## config.mk

```make
export PLATFORM = sky130hd
export DESIGN_NAME = tsd_controller
export DESIGN_NICKNAME = d
export VERILOG_FILES = /design/src/design/tsd_pkg.sv /design/src/design/tsd_controller.sv
export SDC_FILE = /design/constraint.sdc
export NUM_CORES = 1
export LEC_CHECK = 0
export ABC_AREA = 1
export BUFFER_PORTS_ARGS = -buffer_cell sky130_fd_sc_hd__buf_2
export CAP_MARGIN = 15
export CORE_AREA = 2 2 39 41
export CTS_CLUSTER_DIAMETER = 100
export DETAILED_ROUTE_END_ITERATION = 12
export DIE_AREA = 0 0 41 43
export GPL_TIMING_DRIVEN = 0
export SLEW_MARGIN = 40
export SYNTH_ARGS = -nofsm -noshare
export SYNTH_HDL_FRONTEND = slang
export SYNTH_SLANG_ARGS = --single-unit
```

## constraint.sdc

```tcl
create_clock -name clock -period 1.24 [get_ports clock]
set_clock_uncertainty 0.05 [all_clocks]
set_input_delay 0.124 -clock clock [delete_from_list [all_inputs] [get_ports clock]]
set_output_delay 0.124 -clock clock [all_outputs]
set_load 0.1 [all_outputs]
```

## src/design/tsd_pkg.sv

```systemverilog
// Package of widths, codes and controller/datapath types for the turn segment detector.
`timescale 1ns / 1ps
`default_nettype none

package tsd_pkg;

   localparam int ANGLE_W    = 17;
   localparam int MAG_W      = 17;
   localparam int STORE_W    = 18;
   localparam int SUM_W      = 25;
   localparam int THR_W      = 16;
   localparam int CAP_W      = 10;
   localparam int CURVE_W    = 16;
   localparam int IDX_W      = 24;
   localparam int LEN_W      = 10;
   localparam int CSR_IDX_W  = 2;
   localparam int CSR_DATA_W = 25;

   localparam int MIN_RUN = 4;

   localparam logic [THR_W-1:0] DEFAULT_THR     = 16'd512;
   localparam logic [SUM_W-1:0] DEFAULT_MIN_TOT = 25'd5120;
   localparam logic [CAP_W-1:0] DEFAULT_CAP     = 10'd360;
   localparam logic [SUM_W-1:0] SUM_MAX         = {SUM_W{1'b1}};

   localparam logic [CSR_IDX_W-1:0] CSR_TURN_THRESHOLD = 2'd0;
   localparam logic [CSR_IDX_W-1:0] CSR_MIN_TOTAL      = 2'd1;
   localparam logic [CSR_IDX_W-1:0] CSR_CAPACITY_LIMIT = 2'd2;

   localparam logic KIND_TURN     = 1'b0;
   localparam logic KIND_OVERFLOW = 1'b1;

   typedef enum logic [2:0] {
      ST_IDLE,
      ST_EVAL,
      ST_FETCH,
      ST_SEARCH,
      ST_REPORT
   } state_type;

   typedef struct packed {
      logic capture;
      logic step;
      logic walk_start;
      logic fetch;
      logic walk_step;
      logic report;
   } cmd_type;

   typedef struct packed {
      logic qualify;
      logic overflow;
      logic out_free;
      logic found;
   } status_type;

endpackage

`default_nettype wire

```

## src/design/tsd_controller.sv

```systemverilog
// Controller: sequences capture and evaluation of each sample, and store walk and report of a qualifying run.
`timescale 1ns / 1ps
`default_nettype none

module tsd_controller (
   input  wire logic                 clock,
   input  wire logic                 reset,
   input  wire logic                 req_valid,
   output logic                      req_ready,
   input  wire tsd_pkg::status_type  status,
   output tsd_pkg::cmd_type          cmd
);
   import tsd_pkg::*;

   state_type state_ff, state_in;

   always_comb begin
      state_in = state_ff;
      case (state_ff)
         ST_IDLE: begin
            if (req_valid) begin
               state_in = ST_EVAL;
            end
         end
         ST_EVAL: begin
            if (status.qualify) begin
               state_in = ST_FETCH;
            end else if (!status.overflow || status.out_free) begin
               state_in = ST_IDLE;
            end
         end
         ST_FETCH: begin
            state_in = ST_SEARCH;
         end
         ST_SEARCH: begin
            if (status.found) begin
               state_in = ST_REPORT;
            end
         end
         ST_REPORT: begin
            if (status.out_free) begin
               state_in = ST_IDLE;
            end
         end
         default: begin
            state_in = ST_IDLE;
         end
      endcase
   end

   always_comb begin
      req_ready = 1'b0;
      cmd       = '0;
      case (state_ff)
         ST_IDLE: begin
            req_ready   = 1'b1;
            cmd.capture = req_valid;
         end
         ST_EVAL: begin
            cmd.walk_start = status.qualify;
            cmd.step       = !status.qualify && (!status.overflow || status.out_free);
         end
         ST_FETCH: begin
            cmd.fetch = 1'b1;
         end
         ST_SEARCH: begin
            cmd.walk_step = 1'b1;
         end
         ST_REPORT: begin
            cmd.report = status.out_free;
         end
         default: ;
      endcase
   end

   always_ff @(posedge clock) begin
      if (reset) begin
         state_ff <= ST_IDLE;
      end else begin
         state_ff <= state_in;
      end
   end

   a_capture_to_eval: assert property (@(posedge clock) disable iff (reset)
      (req_valid && req_ready) |=> (state_ff == ST_EVAL))
      else $error("accepted sample not evaluated in the next cycle");

   a_report_waits: assert property (@(posedge clock) disable iff (reset)
      (state_ff == ST_REPORT && !status.out_free) |=> (state_ff == ST_REPORT))
      else $error("report dropped while the result register was full");

endmodule

`default_nettype wire

```

==> impl_metrics.json <==
{
  "cts.sinks": 3,
  "grt_pass1_wl_um": 1331,
  "arrival_ns": 1.14,
  "ir_worst_vdd_uv": 595.1,
  "status": "complete, but fails checks",
  "htreeDepth": 1,
  "yosysTopAreaCell": "dfxtp_1",
  "r2r_start": "state_ff[1]$_SDFFE_PP0P_",
  "post-route-min-period_ns": 1.311,
  "reg_top3": "state_ff x3",
  "ys_seq_area_share_pct": 21.52,
  "clk_latency_ns": 0.24,
  "hold_viol_final": 0,
  "netlist.area_leader.share_pct": 21.52,
  "drtIter0Drc": 4,
  "nFillCells": 133,
  "setup_violations": 6,
  "rsz0062_at_grt": "yes",
  "reg2reg_slack_ns": 0.02,
  "largest_register": "state_ff",
  "avgSynthCellArea_um2": 5.167,
  "power.density_nw_per_um2": 2193,
  "max_freq_ghz": 0.7629,
  "synth-xor-area-share_pct": 0,
  "crit_path_end_kind": "output port",
  "drt-wirelength-per-cell_um": 8.442,
  "cts_buffers": 3,
  "synth_fa_ha_area_share_pct": 0,
  "grt_max_degree": 7,
  "start_kind": "flip-flop",
  "largest_reg_flops": 3,
  "synth_area_um2": 279.0,
  "die_h_um": 43,
  "clock_path_buffers": 2,
  "diodes": 0,
  "overflow": 0,
  "nets": 87,
  "maxCapViolations": 0,
  "track_usage_pct": 10.72,
  "core-area_um2": 1384,
  "clkTransAtPathRegs_ns": 0.04,
  "holdCritPathClass": "input port to flip-flop",
  "drive_above_1_share_pct": 60.76,
  "syn_nets": 61,
  "setup_ws_ns": -0.07078,
  "post-place-ws_ns": -0.09704,
  "synthSimpleGateAreaFrac_pct": 54.26,
  "gp_congestion": 0.7873,
  "cts_tree": "yes",
  "crit_start": "state_ff[2]$_SDFFE_PP0P_",
  "ctsHoldBuffers": 0,
  "critical_path.slowest_cell": "dfxtp_4",
  "r2r_end": "state_ff[0]$_SDFFE_PP0P_",
  "violations": "negative setup slack",
  "syn2layout_area_growth_pct": 145.3,
  "yosysWarnings": 0,
  "fin_util_pct": 49.46,
  "synth.area.top_cells": "dfxtp_1 22%, nor2_1 19%, inv_1 17%",
  "ys_types": 12,
  "worst_pin_slew_ns": 0.1810,
  "min_period_over_period_pct": 105.7,
  "reg2regPathDepth": 10,
  "cts-root-buf": "clkbuf_4",
  "numPortBuffers": 13,
  "vias": 394,
  "crit_required_ns": 1.07,
  "syn_inst": 54,
  "start_util_pct": 20.16,
  "path_cells": "inv_4 > nand2_4 > buf_12 > nor2_4 > buf_12",
  "synthMuxAreaShare_pct": 0,
  "core.rowCount": 14,
  "relSlewSlack_pct": 87.93,
  "antenna_found_initial": 0,
  "critical_path_buf_inv_count": 3,
  "slowest_delay_ns": 0.36,
  "maxSlewViolCount": 0,
  "hpwl_um": 535.2,
  "drc": 0,
  "crit_top_cell": "buf_12",
  "avgViaCountPerCell": 4.147,
  "synth_top_family_by_area": "simple AND/OR/NAND/NOR gates",
  "worstPathMaxFanout": 4,
  "critPathKind": "flip-flop to output port",
  "synth-compound-area-share_pct": 4.036,
  "ys_seq_elements": 3,
  "die_area_um2": 1763,
  "min_from": "reset",
  "ant_nets": 0,
  "drt_pre_antenna_iters": 2,
  "whs_endpoint": "state_ff[0]$_SDFFE_PP0P_",
  "worstHoldPathCells": 4,
  "p_leak_uw": 0.0003661,
  "cp_top_family": "buffers and inverters",
  "fp.dieW_um": 41,
  "io_pins": 14,
  "wl_um": 802,
  "grt_pass1_vias": 337
}
## through the flow
stage / hold slack, ns / power [uW] / instances / cell area (um^2) / TNS (ns)
floorplan: 0.2141 / 818.7 / 54 / 347.8 / -0.9292
global placement: 0.3306 / 904.9 / 83 / 432.9 / -0.3839
detailed placement: 0.3326 / 908.2 / 83 / 432.9 / -0.3972
CTS: 0.08613 / 1355 / 92 / 618.1 / -0.1893
global route: 0.08735 / 1589 / 95 / 684.4 / -0.7544
finish: 0.07617 / 1501 / 95 / 684.4 / -0.3169
## kinds of logic after synthesis
kind of cell | Yosys count
compound gates | 2
buf+inv | 15
flops | 3
simple gates | 34
## cells in the final DEF (no fill, tap or decap), types with 4 or more instances in the layout
| cell type | instances |
|---|---|
| inv_1 | 11 |
| nor2_4 | 8 |
| nand2_1 | 8 |
| buf_12 | 8 |
| nor2_1 | 6 |
| buf_2 | 6 |
| buf_4 | 4 |
## power breakdown
group,internal [uW],switching (uW)
Sequential,135,63.0
Combinational,467,657
Clock,121,57.9
Total,723,778
## final cells by class
type | instances | area (um^2) | share of cell area [%]
Clock buffer | 4 | 26.28 | 3.839
Inverter | 15 | 58.81 | 8.592
Tap cell | 16 | 20.02 | 2.925
Timing Repair Buffer | 21 | 254.0 | 37.11
Multi-Input combinational cell | 36 | 254.0 | 37.11
Sequential cell | 3 | 71.32 | 10.42
## synthesized netlist by cell type (all sizes together)
| cell type | instances |
|---|---|
| inv | 15 |
| nor2 | 15 |
| nand2 | 14 |
| nand3 | 4 |
| dfxtp | 3 |
| nor3 | 1 |
| o21ai | 1 |
| o22ai | 1 |
## tightest hold or removal path, delay by kind of cell
| kind | cells | cell delay, ns |
|---|---|---|
| simple gates | 2 | 0.09 |
| buf+inv | 2 | 0.12 |
## per-layer routing
metal	vias to the layer above	global-route usage, %	routed length, um
met5	-	0	0
met4	0	7.333	23
met3	2	0	18
met2	8	15.00	447
met1	178	15.34	312
li1	206	-	-
## timing repair
action	in CTS	in global routing
setup endpoints to repair	9	9
buffers inserted	5	3
resized for setup	34	9
endpoints found under the hold margin	0	0
pin swaps	7	6
## how the worst max path moves through the flow
stage                                           to  slack, ns  depth (start not counted)
after floorplan           state_ff[2]$_SDFFE_PP0P_      -0.26                          7
after global placement                      cmd[4]      -0.09                          4
after detailed placement                    cmd[4]       -0.1                          4
after CTS                                   cmd[4]      -0.06                          4
after global routing                     req_ready      -0.11                          5
final                                       cmd[2]      -0.07                          5
No activity file was read; power rests on OpenSTA's default activity.
